`src/hw/rtl/pfq_pkg.sv`:
```
package pfq_pkg;

    localparam int unsigned ADDR_W  = 32;
    localparam int unsigned PORT_W  = 16;
    localparam int unsigned PROTO_W = 2;
    localparam int unsigned SIZE_W  = 16;
    localparam int unsigned CNT_W   = 7;
    localparam int unsigned CIDX_W  = 2;
    localparam int unsigned CDATA_W = 32;

    localparam logic [ADDR_W-1:0] BLACKLIST_RESET  = 32'hC0A8_0164;
    localparam logic [PORT_W-1:0] BAD_PORT_A_RESET = 16'd23;
    localparam logic [PORT_W-1:0] BAD_PORT_B_RESET = 16'd6666;
    localparam logic [SIZE_W-1:0] SIZE_LIMIT_RESET = 16'd1000;

    typedef enum logic [0:0] {
        ACT_ADD     = 1'b0,
        ACT_PROCESS = 1'b1
    } t_action;

    typedef enum logic [2:0] {
        ST_QUEUED       = 3'd0,
        ST_QUEUE_FULL   = 3'd1,
        ST_ALLOWED      = 3'd2,
        ST_BLOCKED      = 3'd3,
        ST_LOG_FULL     = 3'd4,
        ST_QUEUE_EMPTY  = 3'd5
    } t_status;

    typedef enum logic [CIDX_W-1:0] {
        CFG_BLACKLIST  = 2'd0,
        CFG_BAD_PORT_A = 2'd1,
        CFG_BAD_PORT_B = 2'd2,
        CFG_SIZE_LIMIT = 2'd3
    } t_cfg_idx;

    typedef enum logic [0:0] {
        S_IDLE = 1'b0,
        S_EXEC = 1'b1
    } t_state;

    typedef struct packed {
        logic [ADDR_W-1:0]  src_addr;
        logic [PORT_W-1:0]  dest_port;
        logic [PROTO_W-1:0] proto;
        logic [SIZE_W-1:0]  pkt_size;
    } t_pkt;

    typedef struct packed {
        t_status            status;
        logic [ADDR_W-1:0]  out_addr;
        logic [PORT_W-1:0]  out_port;
        logic [PROTO_W-1:0] out_proto;
        logic [SIZE_W-1:0]  out_size;
        logic [CNT_W-1:0]   queue_count;
        logic [CNT_W-1:0]   log_count;
    } t_result;

    typedef struct packed {
        logic latch;
        logic commit;
    } t_cmd;

    typedef struct packed {
        logic out_free;
    } t_sts;

endpackage

```
`src/hw/rtl/pfq_if.sv`:
```
interface pfq_in_if;
    logic                          valid;
    logic                          ready;
    logic                          action;
    logic [pfq_pkg::ADDR_W-1:0]    src_addr;
    logic [pfq_pkg::PORT_W-1:0]    dest_port;
    logic [pfq_pkg::PROTO_W-1:0]   proto;
    logic [pfq_pkg::SIZE_W-1:0]    pkt_size;

    modport source (output valid, action, src_addr, dest_port, proto, pkt_size, input ready);
    modport sink   (input valid, action, src_addr, dest_port, proto, pkt_size, output ready);
endinterface

interface pfq_out_if;
    logic                          valid;
    logic                          ready;
    logic [2:0]                    status;
    logic [pfq_pkg::ADDR_W-1:0]    out_addr;
    logic [pfq_pkg::PORT_W-1:0]    out_port;
    logic [pfq_pkg::PROTO_W-1:0]   out_proto;
    logic [pfq_pkg::SIZE_W-1:0]    out_size;
    logic [pfq_pkg::CNT_W-1:0]     queue_count;
    logic [pfq_pkg::CNT_W-1:0]     log_count;

    modport source (output valid, status, out_addr, out_port, out_proto, out_size,
                    queue_count, log_count, input ready);
    modport sink   (input valid, status, out_addr, out_port, out_proto, out_size,
                    queue_count, log_count, output ready);
endinterface

interface pfq_cfg_if;
    logic                          valid;
    logic                          ready;
    logic [pfq_pkg::CIDX_W-1:0]    index;
    logic [pfq_pkg::CDATA_W-1:0]   data;

    modport source (output valid, index, data, input ready);
    modport sink   (input valid, index, data, output ready);
endinterface

```
`src/hw/rtl/pfq_ctrl.sv`:
```
module pfq_ctrl (
    input  logic          i_clk,
    input  logic          i_rst_n,
    input  logic          i_in_valid,
    input  pfq_pkg::t_sts i_sts,
    output logic          o_in_ready,
    output pfq_pkg::t_cmd o_cmd
);

    pfq_pkg::t_state r_state;
    pfq_pkg::t_state n_state;

    always_ff @(posedge i_clk) begin
        if (!i_rst_n) begin
            r_state <= pfq_pkg::S_IDLE;
        end else begin
            r_state <= n_state;
        end
    end

    always_comb begin
        n_state = r_state;
        unique case (r_state)
            pfq_pkg::S_IDLE: begin
                if (i_in_valid) begin
                    n_state = pfq_pkg::S_EXEC;
                end
            end
            pfq_pkg::S_EXEC: begin
                if (i_sts.out_free) begin
                    n_state = pfq_pkg::S_IDLE;
                end
            end
        endcase
    end

    always_comb begin
        o_in_ready   = 1'b0;
        o_cmd.latch  = 1'b0;
        o_cmd.commit = 1'b0;
        unique case (r_state)
            pfq_pkg::S_IDLE: begin
                o_in_ready  = 1'b1;
                o_cmd.latch = i_in_valid;
            end
            pfq_pkg::S_EXEC: begin
                o_cmd.commit = i_sts.out_free;
            end
        endcase
    end

endmodule

```
`src/hw/rtl/pfq_dp.sv`:
```
module pfq_dp #(
    parameter int unsigned QUEUE_DEPTH = 64,
    parameter int unsigned LOG_DEPTH   = 64
) (
    input  logic                          i_clk,
    input  logic                          i_rst_n,
    input  pfq_pkg::t_cmd                 i_cmd,
    output pfq_pkg::t_sts                 o_sts,
    input  logic                          i_action,
    input  pfq_pkg::t_pkt                 i_pkt,
    input  logic                          i_cfg_we,
    input  logic [pfq_pkg::CIDX_W-1:0]    i_cfg_index,
    input  logic [pfq_pkg::CDATA_W-1:0]   i_cfg_data,
    input  logic                          i_out_ready,
    output logic                          o_out_valid,
    output pfq_pkg::t_result              o_result
);

    localparam int unsigned QA_W = (QUEUE_DEPTH > 1) ? $clog2(QUEUE_DEPTH) : 1;
    localparam int unsigned QI_W = $clog2(QUEUE_DEPTH + 1);
    localparam int unsigned LI_W = $clog2(LOG_DEPTH + 1);
    localparam logic [QI_W-1:0] QUEUE_END = QI_W'(QUEUE_DEPTH);
    localparam logic [LI_W-1:0] LOG_END   = LI_W'(LOG_DEPTH);

    pfq_pkg::t_pkt r_queue_mem [QUEUE_DEPTH];
    pfq_pkg::t_pkt r_rd_data;

    logic [pfq_pkg::ADDR_W-1:0] r_blacklist;
    logic [pfq_pkg::PORT_W-1:0] r_bad_port_a;
    logic [pfq_pkg::PORT_W-1:0] r_bad_port_b;
    logic [pfq_pkg::SIZE_W-1:0] r_size_limit;

    logic                       r_action;
    pfq_pkg::t_pkt              r_pkt;
    logic [QI_W-1:0]            r_rd_idx;
    logic [QI_W-1:0]            r_wr_idx;
    logic [LI_W-1:0]            r_log_fill;
    logic                       r_out_valid;
    pfq_pkg::t_result           r_result;

    logic [QI_W-1:0]            n_rd_idx;
    logic [QI_W-1:0]            n_wr_idx;
    logic [LI_W-1:0]            n_log_fill;
    pfq_pkg::t_result           n_result;
    logic                       w_queue_we;
    logic                       w_bad;
    logic [QI_W-1:0]            w_rd_next;

    assign o_sts.out_free = !r_out_valid || i_out_ready;
    assign o_out_valid    = r_out_valid;
    assign o_result       = r_result;

    always_ff @(posedge i_clk) begin
        if (!i_rst_n) begin
            r_blacklist  <= pfq_pkg::BLACKLIST_RESET;
            r_bad_port_a <= pfq_pkg::BAD_PORT_A_RESET;
            r_bad_port_b <= pfq_pkg::BAD_PORT_B_RESET;
            r_size_limit <= pfq_pkg::SIZE_LIMIT_RESET;
        end else if (i_cfg_we) begin
            unique case (pfq_pkg::t_cfg_idx'(i_cfg_index))
                pfq_pkg::CFG_BLACKLIST:  r_blacklist  <= i_cfg_data;
                pfq_pkg::CFG_BAD_PORT_A: r_bad_port_a <= i_cfg_data[pfq_pkg::PORT_W-1:0];
                pfq_pkg::CFG_BAD_PORT_B: r_bad_port_b <= i_cfg_data[pfq_pkg::PORT_W-1:0];
                pfq_pkg::CFG_SIZE_LIMIT: r_size_limit <= i_cfg_data[pfq_pkg::SIZE_W-1:0];
            endcase
        end
    end

    // The read port runs every cycle, so the oldest entry is ready in the cycle after acceptance.
    always_ff @(posedge i_clk) begin
        if (w_queue_we) begin
            r_queue_mem[r_wr_idx[QA_W-1:0]] <= r_pkt;
        end
        r_rd_data <= r_queue_mem[r_rd_idx[QA_W-1:0]];
    end

    assign w_bad = (r_rd_data.src_addr == r_blacklist) ||
                   (r_rd_data.dest_port == r_bad_port_a) ||
                   (r_rd_data.dest_port == r_bad_port_b) ||
                   (r_rd_data.pkt_size > r_size_limit);
    assign w_rd_next = r_rd_idx + 1'b1;

    always_comb begin
        n_rd_idx   = r_rd_idx;
        n_wr_idx   = r_wr_idx;
        n_log_fill = r_log_fill;
        w_queue_we = 1'b0;
        n_result   = '0;
        if (r_action == pfq_pkg::ACT_ADD) begin
            if (r_wr_idx >= QUEUE_END) begin
                n_result.status = pfq_pkg::ST_QUEUE_FULL;
            end else begin
                w_queue_we      = i_cmd.commit;
                n_wr_idx        = r_wr_idx + 1'b1;
                n_result.status = pfq_pkg::ST_QUEUED;
            end
        end else if (r_rd_idx >= r_wr_idx) begin
            n_result.status = pfq_pkg::ST_QUEUE_EMPTY;
        end else begin
            if (w_rd_next >= r_wr_idx) begin
                n_rd_idx = '0;
                n_wr_idx = '0;
            end else begin
                n_rd_idx = w_rd_next;
            end
            if (!w_bad) begin
                n_result.status = pfq_pkg::ST_ALLOWED;
            end else if (r_log_fill >= LOG_END) begin
                n_result.status = pfq_pkg::ST_LOG_FULL;
            end else begin
                n_log_fill      = r_log_fill + 1'b1;
                n_result.status = pfq_pkg::ST_BLOCKED;
            end
            n_result.out_addr  = r_rd_data.src_addr;
            n_result.out_port  = r_rd_data.dest_port;
            n_result.out_proto = r_rd_data.proto;
            n_result.out_size  = r_rd_data.pkt_size;
        end
        n_result.queue_count = pfq_pkg::CNT_W'(n_wr_idx - n_rd_idx);
        n_result.log_count   = pfq_pkg::CNT_W'(n_log_fill);
    end

    always_ff @(posedge i_clk) begin
        if (!i_rst_n) begin
            r_rd_idx    <= '0;
            r_wr_idx    <= '0;
            r_log_fill  <= '0;
            r_out_valid <= 1'b0;
        end else begin
            if (i_cmd.commit) begin
                r_rd_idx    <= n_rd_idx;
                r_wr_idx    <= n_wr_idx;
                r_log_fill  <= n_log_fill;
                r_out_valid <= 1'b1;
            end else if (i_out_ready) begin
                r_out_valid <= 1'b0;
            end
        end
    end

    always_ff @(posedge i_clk) begin
        if (i_cmd.latch) begin
            r_action <= i_action;
            r_pkt    <= i_pkt;
        end
        if (i_cmd.commit) begin
            r_result <= n_result;
        end
    end

endmodule

```
`src/hw/rtl/packet_filter_queue.sv`:
```
// Packet filter with a linear descriptor queue and a count of logged blocked packets.
// The input channel carries one transaction per action: an add stores a descriptor,
// a process takes the oldest one and checks it against the blacklisted address, the
// two suspicious ports and the size limit. Every transaction yields exactly one
// result transaction on the output channel, with status, both counts and the fields
// of a processed packet. The configuration channel writes the four filter registers
// and is always ready; it should only be used while no transaction is in flight.
// Each transaction is first accepted, while the queue memory read port fetches the
// oldest entry, and then evaluated, which updates the queue and log. The result is
// written to the output register when evaluation completes, and the next transaction
// is accepted only after the current one has been evaluated.
// A pending result that the receiver has not taken does not stop the next transaction
// from being accepted; if it is still waiting when the next one finishes, the block
// holds in its evaluation cycle and does not accept until the output is free.
// Reset empties the queue and the log and restores the default filter settings.
module packet_filter_queue #(
    parameter int unsigned QUEUE_DEPTH = 64,
    parameter int unsigned LOG_DEPTH   = 64
) (
    input  logic      i_clk,
    input  logic      i_rst_n,
    pfq_in_if.sink    i_in,
    pfq_out_if.source o_out,
    pfq_cfg_if.sink   i_cfg
);

    pfq_pkg::t_cmd    w_cmd;
    pfq_pkg::t_sts    w_sts;
    pfq_pkg::t_pkt    w_pkt;
    pfq_pkg::t_result w_result;

    assign w_pkt.src_addr  = i_in.src_addr;
    assign w_pkt.dest_port = i_in.dest_port;
    assign w_pkt.proto     = i_in.proto;
    assign w_pkt.pkt_size  = i_in.pkt_size;

    assign i_cfg.ready = 1'b1;

    pfq_ctrl u_ctrl (
        .i_clk      (i_clk),
        .i_rst_n    (i_rst_n),
        .i_in_valid (i_in.valid),
        .i_sts      (w_sts),
        .o_in_ready (i_in.ready),
        .o_cmd      (w_cmd)
    );

    pfq_dp #(
        .QUEUE_DEPTH (QUEUE_DEPTH),
        .LOG_DEPTH   (LOG_DEPTH)
    ) u_dp (
        .i_clk       (i_clk),
        .i_rst_n     (i_rst_n),
        .i_cmd       (w_cmd),
        .o_sts       (w_sts),
        .i_action    (i_in.action),
        .i_pkt       (w_pkt),
        .i_cfg_we    (i_cfg.valid),
        .i_cfg_index (i_cfg.index),
        .i_cfg_data  (i_cfg.data),
        .i_out_ready (o_out.ready),
        .o_out_valid (o_out.valid),
        .o_result    (w_result)
    );

    assign o_out.status      = w_result.status;
    assign o_out.out_addr    = w_result.out_addr;
    assign o_out.out_port    = w_result.out_port;
    assign o_out.out_proto   = w_result.out_proto;
    assign o_out.out_size    = w_result.out_size;
    assign o_out.queue_count = w_result.queue_count;
    assign o_out.log_count   = w_result.log_count;

endmodule
```
`src/flat_wrapper.sv`:
```
// flat-port wrapper written by rule: the top's interface ports become plain ports
module packet_filter_queue_flat 
#(
    parameter int unsigned QUEUE_DEPTH = 64,
    parameter int unsigned LOG_DEPTH   = 64
)
  (i_clk, i_rst_n, i_in_valid, i_in_action, i_in_src_addr, i_in_dest_port, i_in_proto, i_in_pkt_size, i_in_ready, o_out_valid, o_out_status, o_out_out_addr, o_out_out_port, o_out_out_proto, o_out_out_size, o_out_queue_count, o_out_log_count, o_out_ready, i_cfg_valid, i_cfg_index, i_cfg_data, i_cfg_ready);
  pfq_in_if i_in_i ();
  pfq_out_if o_out_i ();
  pfq_cfg_if i_cfg_i ();
  input  logic i_clk;
  input  logic i_rst_n;
  input wire logic [$bits(i_in_i.valid)-1:0] i_in_valid;
  input wire logic [$bits(i_in_i.action)-1:0] i_in_action;
  input wire logic [$bits(i_in_i.src_addr)-1:0] i_in_src_addr;
  input wire logic [$bits(i_in_i.dest_port)-1:0] i_in_dest_port;
  input wire logic [$bits(i_in_i.proto)-1:0] i_in_proto;
  input wire logic [$bits(i_in_i.pkt_size)-1:0] i_in_pkt_size;
  output wire logic [$bits(i_in_i.ready)-1:0] i_in_ready;
  output wire logic [$bits(o_out_i.valid)-1:0] o_out_valid;
  output wire logic [$bits(o_out_i.status)-1:0] o_out_status;
  output wire logic [$bits(o_out_i.out_addr)-1:0] o_out_out_addr;
  output wire logic [$bits(o_out_i.out_port)-1:0] o_out_out_port;
  output wire logic [$bits(o_out_i.out_proto)-1:0] o_out_out_proto;
  output wire logic [$bits(o_out_i.out_size)-1:0] o_out_out_size;
  output wire logic [$bits(o_out_i.queue_count)-1:0] o_out_queue_count;
  output wire logic [$bits(o_out_i.log_count)-1:0] o_out_log_count;
  input wire logic [$bits(o_out_i.ready)-1:0] o_out_ready;
  input wire logic [$bits(i_cfg_i.valid)-1:0] i_cfg_valid;
  input wire logic [$bits(i_cfg_i.index)-1:0] i_cfg_index;
  input wire logic [$bits(i_cfg_i.data)-1:0] i_cfg_data;
  output wire logic [$bits(i_cfg_i.ready)-1:0] i_cfg_ready;
  assign i_in_i.valid = i_in_valid;
  assign i_in_i.action = i_in_action;
  assign i_in_i.src_addr = i_in_src_addr;
  assign i_in_i.dest_port = i_in_dest_port;
  assign i_in_i.proto = i_in_proto;
  assign i_in_i.pkt_size = i_in_pkt_size;
  assign i_in_ready = i_in_i.ready;
  assign o_out_valid = o_out_i.valid;
  assign o_out_status = o_out_i.status;
  assign o_out_out_addr = o_out_i.out_addr;
  assign o_out_out_port = o_out_i.out_port;
  assign o_out_out_proto = o_out_i.out_proto;
  assign o_out_out_size = o_out_i.out_size;
  assign o_out_queue_count = o_out_i.queue_count;
  assign o_out_log_count = o_out_i.log_count;
  assign o_out_i.ready = o_out_ready;
  assign i_cfg_i.valid = i_cfg_valid;
  assign i_cfg_i.index = i_cfg_index;
  assign i_cfg_i.data = i_cfg_data;
  assign i_cfg_ready = i_cfg_i.ready;
  packet_filter_queue #(.QUEUE_DEPTH(QUEUE_DEPTH), .LOG_DEPTH(LOG_DEPTH)) u_core (.i_clk(i_clk), .i_rst_n(i_rst_n), .i_in(i_in_i), .o_out(o_out_i), .i_cfg(i_cfg_i));
endmodule
```
`config.mk`:
```
export PLATFORM = sky130hd
export DESIGN_NAME = packet_filter_queue_flat
export DESIGN_NICKNAME = d
export VERILOG_FILES = /design/src/hw/rtl/pfq_pkg.sv /design/src/hw/rtl/pfq_if.sv /design/src/hw/rtl/pfq_ctrl.sv /design/src/hw/rtl/pfq_dp.sv /design/src/hw/rtl/packet_filter_queue.sv /design/src/flat_wrapper.sv
export SDC_FILE = /design/constraint.sdc
export NUM_CORES = 2
export LEC_CHECK = 0
export BUFFER_PORTS_ARGS = -buffer_cell sky130_fd_sc_hd__buf_2
export CAP_MARGIN = 0
export CELL_PAD_IN_SITES_DETAIL_PLACEMENT = 0
export CELL_PAD_IN_SITES_GLOBAL_PLACEMENT = 1
export CORE_UTILIZATION = 35
export DETAILED_ROUTE_END_ITERATION = 8
export HOLD_SLACK_MARGIN = 0.1
export PLACE_DENSITY = 0.6
export SKIP_LAST_GASP = 1
export SYNTH_ARGS = -nofsm -noshare
export SYNTH_HDL_FRONTEND = slang
export SYNTH_MEMORY_MAX_BITS = 65536
export SYNTH_SLANG_ARGS = --single-unit
```
`constraint.sdc`:
```
create_clock -name i_clk -period 13.6 [get_ports i_clk]
set_input_delay 4.08 -clock i_clk [delete_from_list [all_inputs] [get_ports i_clk]]
set_output_delay 4.08 -clock i_clk [all_outputs]
set_load 0.005 [all_outputs]
```
**Word level (Yosys, flattened, before mapping)**

Memories as Yosys holds them, arrays and structs flattened. A register that Yosys moved wholly into a read port is not among the register bits.
Cells that the tools add are included.

- Add/subtract/negate cells: 4
- Magnitude comparators: 5
- Eq/ne operators: 6
- Multiplexer cells: 28
- Bitwise logic cells: 2
- Reductions and logical operators: 12

Operators by type and width:

| kind | number |
|---|---|
| $mux W7 | 11 |
| $eq A16 B16 Y1 | 2 |
| $eq A32 B32 Y1 | 1 |
| $add A7 B1 Y7 const B | 3 |
| $gt A16 B16 Y1 | 1 |
| $ge A7 B7 Y1 | 2 |
| $ge A7 B7 Y1 const B | 2 |
| $mux W1 | 12 |
| $mux W3 | 4 |
| $reduce_and A2 Y1 | 4 |
| $sub A7 B7 Y7 | 1 |
| $eq A2 B2 Y1 const B | 2 |
| $logic_or A1 B1 Y1 | 4 |
| $eq A2 B1 Y1 const B | 1 |
| $logic_not A2 Y1 | 1 |
| $not A1 Y1 | 2 |
| $pmux W1 S2 | 1 |
| $reduce_bool A2 Y1 | 1 |
| $reduce_or A2 Y1 | 1 |
| $logic_not A1 Y1 | 1 |

- Register bits after elaboration: 253
- Bits in writable memories: 4224
- Word-level logic and storage cells: 79
- Memories: 1

Memory list:

| name | depth | bits a word | rd ports | clocked after Yosys merged registers in | wr ports | RTL line | text |
|---|---|---|---|---|---|---|---|
| u_core.u_dp.r_queue_mem | 64 | 66 | 1 | 1 | 1 | pfq_dp.sv:25 | `pfq_pkg::t_pkt r_queue_mem [QUEUE_DEPTH];` |

**Longest topological paths before layout**

- Depth in word-level cells: 7
- Mapped depth: 21
- Mapped depth without buffers: 18

**By module**

A second synthesis with hierarchy kept.

- Cells, all modules: 7053
- Area, all modules: 171878.6 sq um

Modules (own cells, without submodules):

| module | instances | cells an instance | area an instance (sq um) | seq. area each (sq um) |
|---|---|---|---|---|
| pfq_dp | 1 | 7045 | 171817.3 | 134709.2 |
| pfq_ctrl | 1 | 6 | 50.0 | 20.0 |
| packet_filter_queue | 1 | 2 | 11.3 | 0.0 |

**Least setup slack after synthesis**

No wires, ideal clock.

- Kind: input -> register
- Start: input port o_out_ready
- End: memory u_core.u_dp.r_queue_mem[15][0] in the netlist's numbering, enable pin
- Library setup time: 491 ps
- Arrival time: 7602 ps
- Data required time: 13109 ps
- Slack: 5507 ps
- Stages: 6
- Path buffers: 0
- Cell sequence: nand2b_1 -> nand2_1 -> inv_1 -> and3_1 -> nand3_1 -> nor2_1

- Longest elaborated chain between the ends: 6

Ends and longest elaborated chain:

| element | RTL line | text |
|---|---|---|
| from (decl) | flat_wrapper.sv:28 | `input wire logic [$bits(o_out_i.ready)-1:0] o_out_ready;` |
| $logic_or A1 B1 Y1 | pfq_dp.sv:49 | `assign o_sts.out_free = !r_out_valid \|\| i_out_ready;` |
| $mux W1 | pfq_ctrl.sv:41 | `unique case (r_state)` |
| $mux W1 | pfq_dp.sv:90 | `if (r_wr_idx >= QUEUE_END) begin` |
| $mux W1 | pfq_dp.sv:89 | `if (r_action == pfq_pkg::ACT_ADD) begin` |
| $mux W1 | pfq_dp.sv:71 | `if (w_queue_we) begin` |
| $mux W1 (not written as such) | pfq_dp.sv:72 | `r_queue_mem[r_wr_idx[QA_W-1:0]] <= r_pkt;` |
| to (decl) | pfq_dp.sv:25 |  |

Every way passes these cells.

**Worst setup path in the final report**

- Start: input port o_out_ready
- End: memory u_core.u_dp.r_queue_mem[50][45] in the netlist's numbering, enable pin

Same word-level chain as after synthesis.

==> results by group <==
Clock network
  • # clock sinks: around 4500
  • Number of buffers created by CTS: roughly 460
  • Hold bufs inserted after CTS: 0
  • Clk pin slew, worst setup/hold paths: 0.06 ns
  • Number of H-tree levels: 5
  • Clock network latency to the later pin of the worst-skew pair: between 1 and 1.5 ns
  • # resized after CTS: 0
  • Post-CTS Setup Bufs: 0
  • CTS tree: yes
  • Clock root buffer: clkbuf_16
  • Maximum clock insertion buffer count: 4

Die
  • Row count: 257
  • Num ports: roughly 190
  • Core region area: about 500000 µm²
  • Die outline height: between 700 and 800 µm
  • Die area: slightly below 500000 µm²
  • Effective utilization at floorplan: a little over a third
  • Die width: roughly 700 µm

Timing
  • Pins over their slew limit: 0
  • Final setup violation count: 0
  • Fmax: around 140 MHz
  • Relative slew margins: between 10% and 20%
  • Shortest period the worst path allows: 7.394 ns
  • Fin worst setup slack: slightly above 6 ns
  • RSZ-0062 raised after global routing: no
  • Worst Tran Pin Value: approximately 1.3 ns
  • Final hold violation count: 0
  • Setup TNS: 0 ns
  • Worst-case clock skew: 0.06306 ns
  • Fraction of the cycle the final worst path needs: 54.37%

Global route
  • Pin count of the biggest net entering global routing: around 140
  • Wire length of the first global-routing pass: between 600000 and 700000 µm
  • Antenna violations before repair: about 120
  • Number of global-route vias before repair: roughly 79000
  • GRT Total Usage: a little under a fifth
  • Total grt overflow: 0

Synth
  • Synthesized area: 172000 µm²
  • Fraction of the yosys area taken by sequential cells: between 70% and 80%
  • Yosys cell types: 49
  • Syn Inst Count: approximately 7100
  • Most common cell in the netlist: edfxtp_1
  • Primary flip-flop cell chosen by synthesis mapping: edfxtp_1
  • Mean cell area of the mapped netlist: between 20 and 25 µm²
  • Number of synthesized flops with an enable pin: 4374
  • Leading area contributor after synthesis: edfxtp_1
  • Synthesized flop and latch total: about 4500
  • Top cells by area, synth: edfxtp_1 76%, mux4_2 18%, dfxtp_1 2.0%
  • Post-synth top area share: between 70 and 80%
  • Commonest cells post-synth: 4374 x edfxtp_1, 1386 x mux4_2, 227 x clkbuf_1, 191 x nand2_1, 169 x dfxtp_1
  • Share of synthesized registers carrying an async set or reset: 0%
  • Post-synth net total: just over 7000
  • Count of yosys warnings during synthesis: 0

Cells and area
  • Share of cells above drive strength 1: about a third
  • Number of nets in the layout: between 7000 and 8000
  • Area grow syn2layout: 14.46%
  • Finished layout cell area: 196800 µm²
  • Util after Layout: approximately two fifths

Worst setup path
  • Launching element of the worst setup path: o_out_ready
  • Highest fanout seen on the critical path: 63
  • Critical Path Source Type: primary input
  • Worst setup path class: in2reg
  • Critical path data arrival time: approximately 8 ns
  • RR Startpoint: u_core.u_dp.r_rd_idx[0]
  • Worst reg2reg path endpoint: u_core.u_dp.r_rd_data[50]
  • Flop-to-flop setup slack: roughly 7.5 ns
  • Worst reg2reg path depth: 7
  • Kind of end point of the critical path: register
  • Setup crit end: u_core.u_dp.r_queue_mem[50][45]
  • Worst path required time: ~14 ns

Outcome
  • Violations in the final reports: antenna rules
  • Outcome: finished, violations left

Detailed routing
  • Drc violations: 0
  • Routed Wire Length: between 400000 and 500000 µm
  • Routed met1 length: just over 200000 µm
  • Violation count after the first detailed-route iteration: roughly 11000
  • Via count of the routed design: 79780
  • Amount of wire on met2 after detailed routing: around 210000 µm
  • Residual antenna-violating net count after detailed routing: 2
  • Detailed-route vias per instance: roughly 5.5
  • Routed WL per cell: between 30 and 40 µm
  • Wire length on met3: ~50000 µm
  • Top Metal Used: met5
  • Length of the first detailed-routing pass in iterations: 5

Place
  • DP Area: about 180000 µm²
  • Buffers on Ports: 190
  • Post-DP HPWL: a little under 300000 µm
  • Worst setup slack after placement: 5.217 ns
  • Last weighted congestion value of the routability-driven placer: 0.7891

Pwr
  • Lkg Pwr: roughly 60 nW
  • Peak ir drop on the vdd network: around 0.13 mV
  • Power per standard cell area: ~150 nW/µm²

Job
  • Number of maximum-capacitance violations: 0

Min path
  • HP Class: reg2reg
  • Worst Min Path Start: u_core.u_dp.r_size_limit[14]
## cells by family after synthesis
group / Yosys count / share of synthesized area [%]
flops: 4543 / 78.35
mux: 1392 / 18.19
simple gates: 452 / 1.220
buf+inv: 397 / 0.9430
compound gates: 148 / 0.5726
xor+xnor: 82 / 0.4176
fa+ha+maj: 42 / 0.3100
other cells: 1 / 0.002181
## worst min path at each step
stage / endpoint / slack [ns] / cells past startpoint
final: u_core.u_dp.r_size_limit[14] / 0.47 / 2
after global routing: u_core.u_dp.r_size_limit[14] / 0.49 / 2
after floorplan: u_core.u_dp.r_size_limit[10] / 0.44 / 2
after detailed placement: u_core.u_dp.r_size_limit[14] / 0.46 / 2
after global placement: u_core.u_dp.r_size_limit[15] / 0.47 / 2
after CTS: u_core.u_dp.r_size_limit[14] / 0.47 / 2
## state kept, by name, summed over array words and instances, names as in the netlist
name / count
u_core.u_dp.r_wr_idx: 7
u_core.u_dp.r_bad_port_a: 16
u_core.u_dp.r_action: 1
u_core.u_dp.r_bad_port_b: 16
u_core.u_dp.r_rd_idx: 7
u_core.u_dp.r_blacklist: 32
u_core.u_dp.r_pkt: 66
u_core.u_dp.r_size_limit: 16
u_core.u_dp.r_rd_data: 66
u_core.u_dp.o_out_valid: 1
u_core.u_ctrl.r_state: 1
u_core.u_dp.r_log_fill: 7
u_core.u_dp.o_result: 83
u_core.u_dp.r_queue_mem: 4224
## cells in the final DEF, fill, tap and decap left out, types with 59 or more instances in the layout
| master | synthesis | routed |
|---|---|---|
| clkbuf_1 | 227 | 115 |
| dfxtp_1 | 169 | 163 |
| nor2_4 | 0 | 64 |
| buf_4 | 11 | 234 |
| mux4_2 | 1386 | 1386 |
| xnor2_1 | 78 | 78 |
| clkbuf_16 | 0 | 464 |
| clkinv_2 | 0 | 72 |
| nand2_1 | 191 | 191 |
| clkinv_1 | 0 | 106 |
| a21boi_0 | 59 | 59 |
| edfxtp_1 | 4374 | 4374 |
| buf_2 | 60 | 189 |
| and2_1 | 66 | 66 |
## metrics by stage
stage / power [mW] / instances / hold slack (ns)
after floorplan: 17.06 / 7057 / 0.4435
after global placement: 18.11 / 13600 / 0.4652
after detailed placement: 18.14 / 13600 / 0.4647
after CTS: 30.45 / 14460 / 0.4728
after global routing: 31.04 / 14470 / 0.4890
final: 30.18 / 14510 / 0.4674
## worst max-delay path: stages
cell and delay (ns):
buf_2 0.08, nand2b_1 0.12, nand2_1 0.35, inv_6 0.68
and3_1 0.39, nand2_1 0.21, buf_4 0.29, nor2_4 0.82
buf_4 0.81
## area by class of cell
class / instances / area, µm²
inverters: 38 / 147.6
clock inverters: 253 / 2342
clock buffers: 600 / 12330
repair buffers: 431 / 2863
fillers: 42590 / 292600
diodes: 55 / 137.6
flip-flops and latches: 4543 / 134800
well taps: 6475 / 8102
multi-input cells: 2117 / 36150
## layer usage
layer  up-vias  global-route usage [%]
met5         -                       0
met4         8                   3.071
li1      31480                       -
met3       519                   4.777
met2      3632                   28.52
met1     44140                   28.49
## power breakdown
group	switching, mW	leakage [nW]	total [mW]	internal (mW)
Combinational	1.27	11.0	2.08	0.808
Clock	5.41	7.13	12.4	6.95
Sequential	0.272	40.8	15.7	15.5
Total	6.95	59.0	30.2	23.2
(Power assumes the default switching activity.)
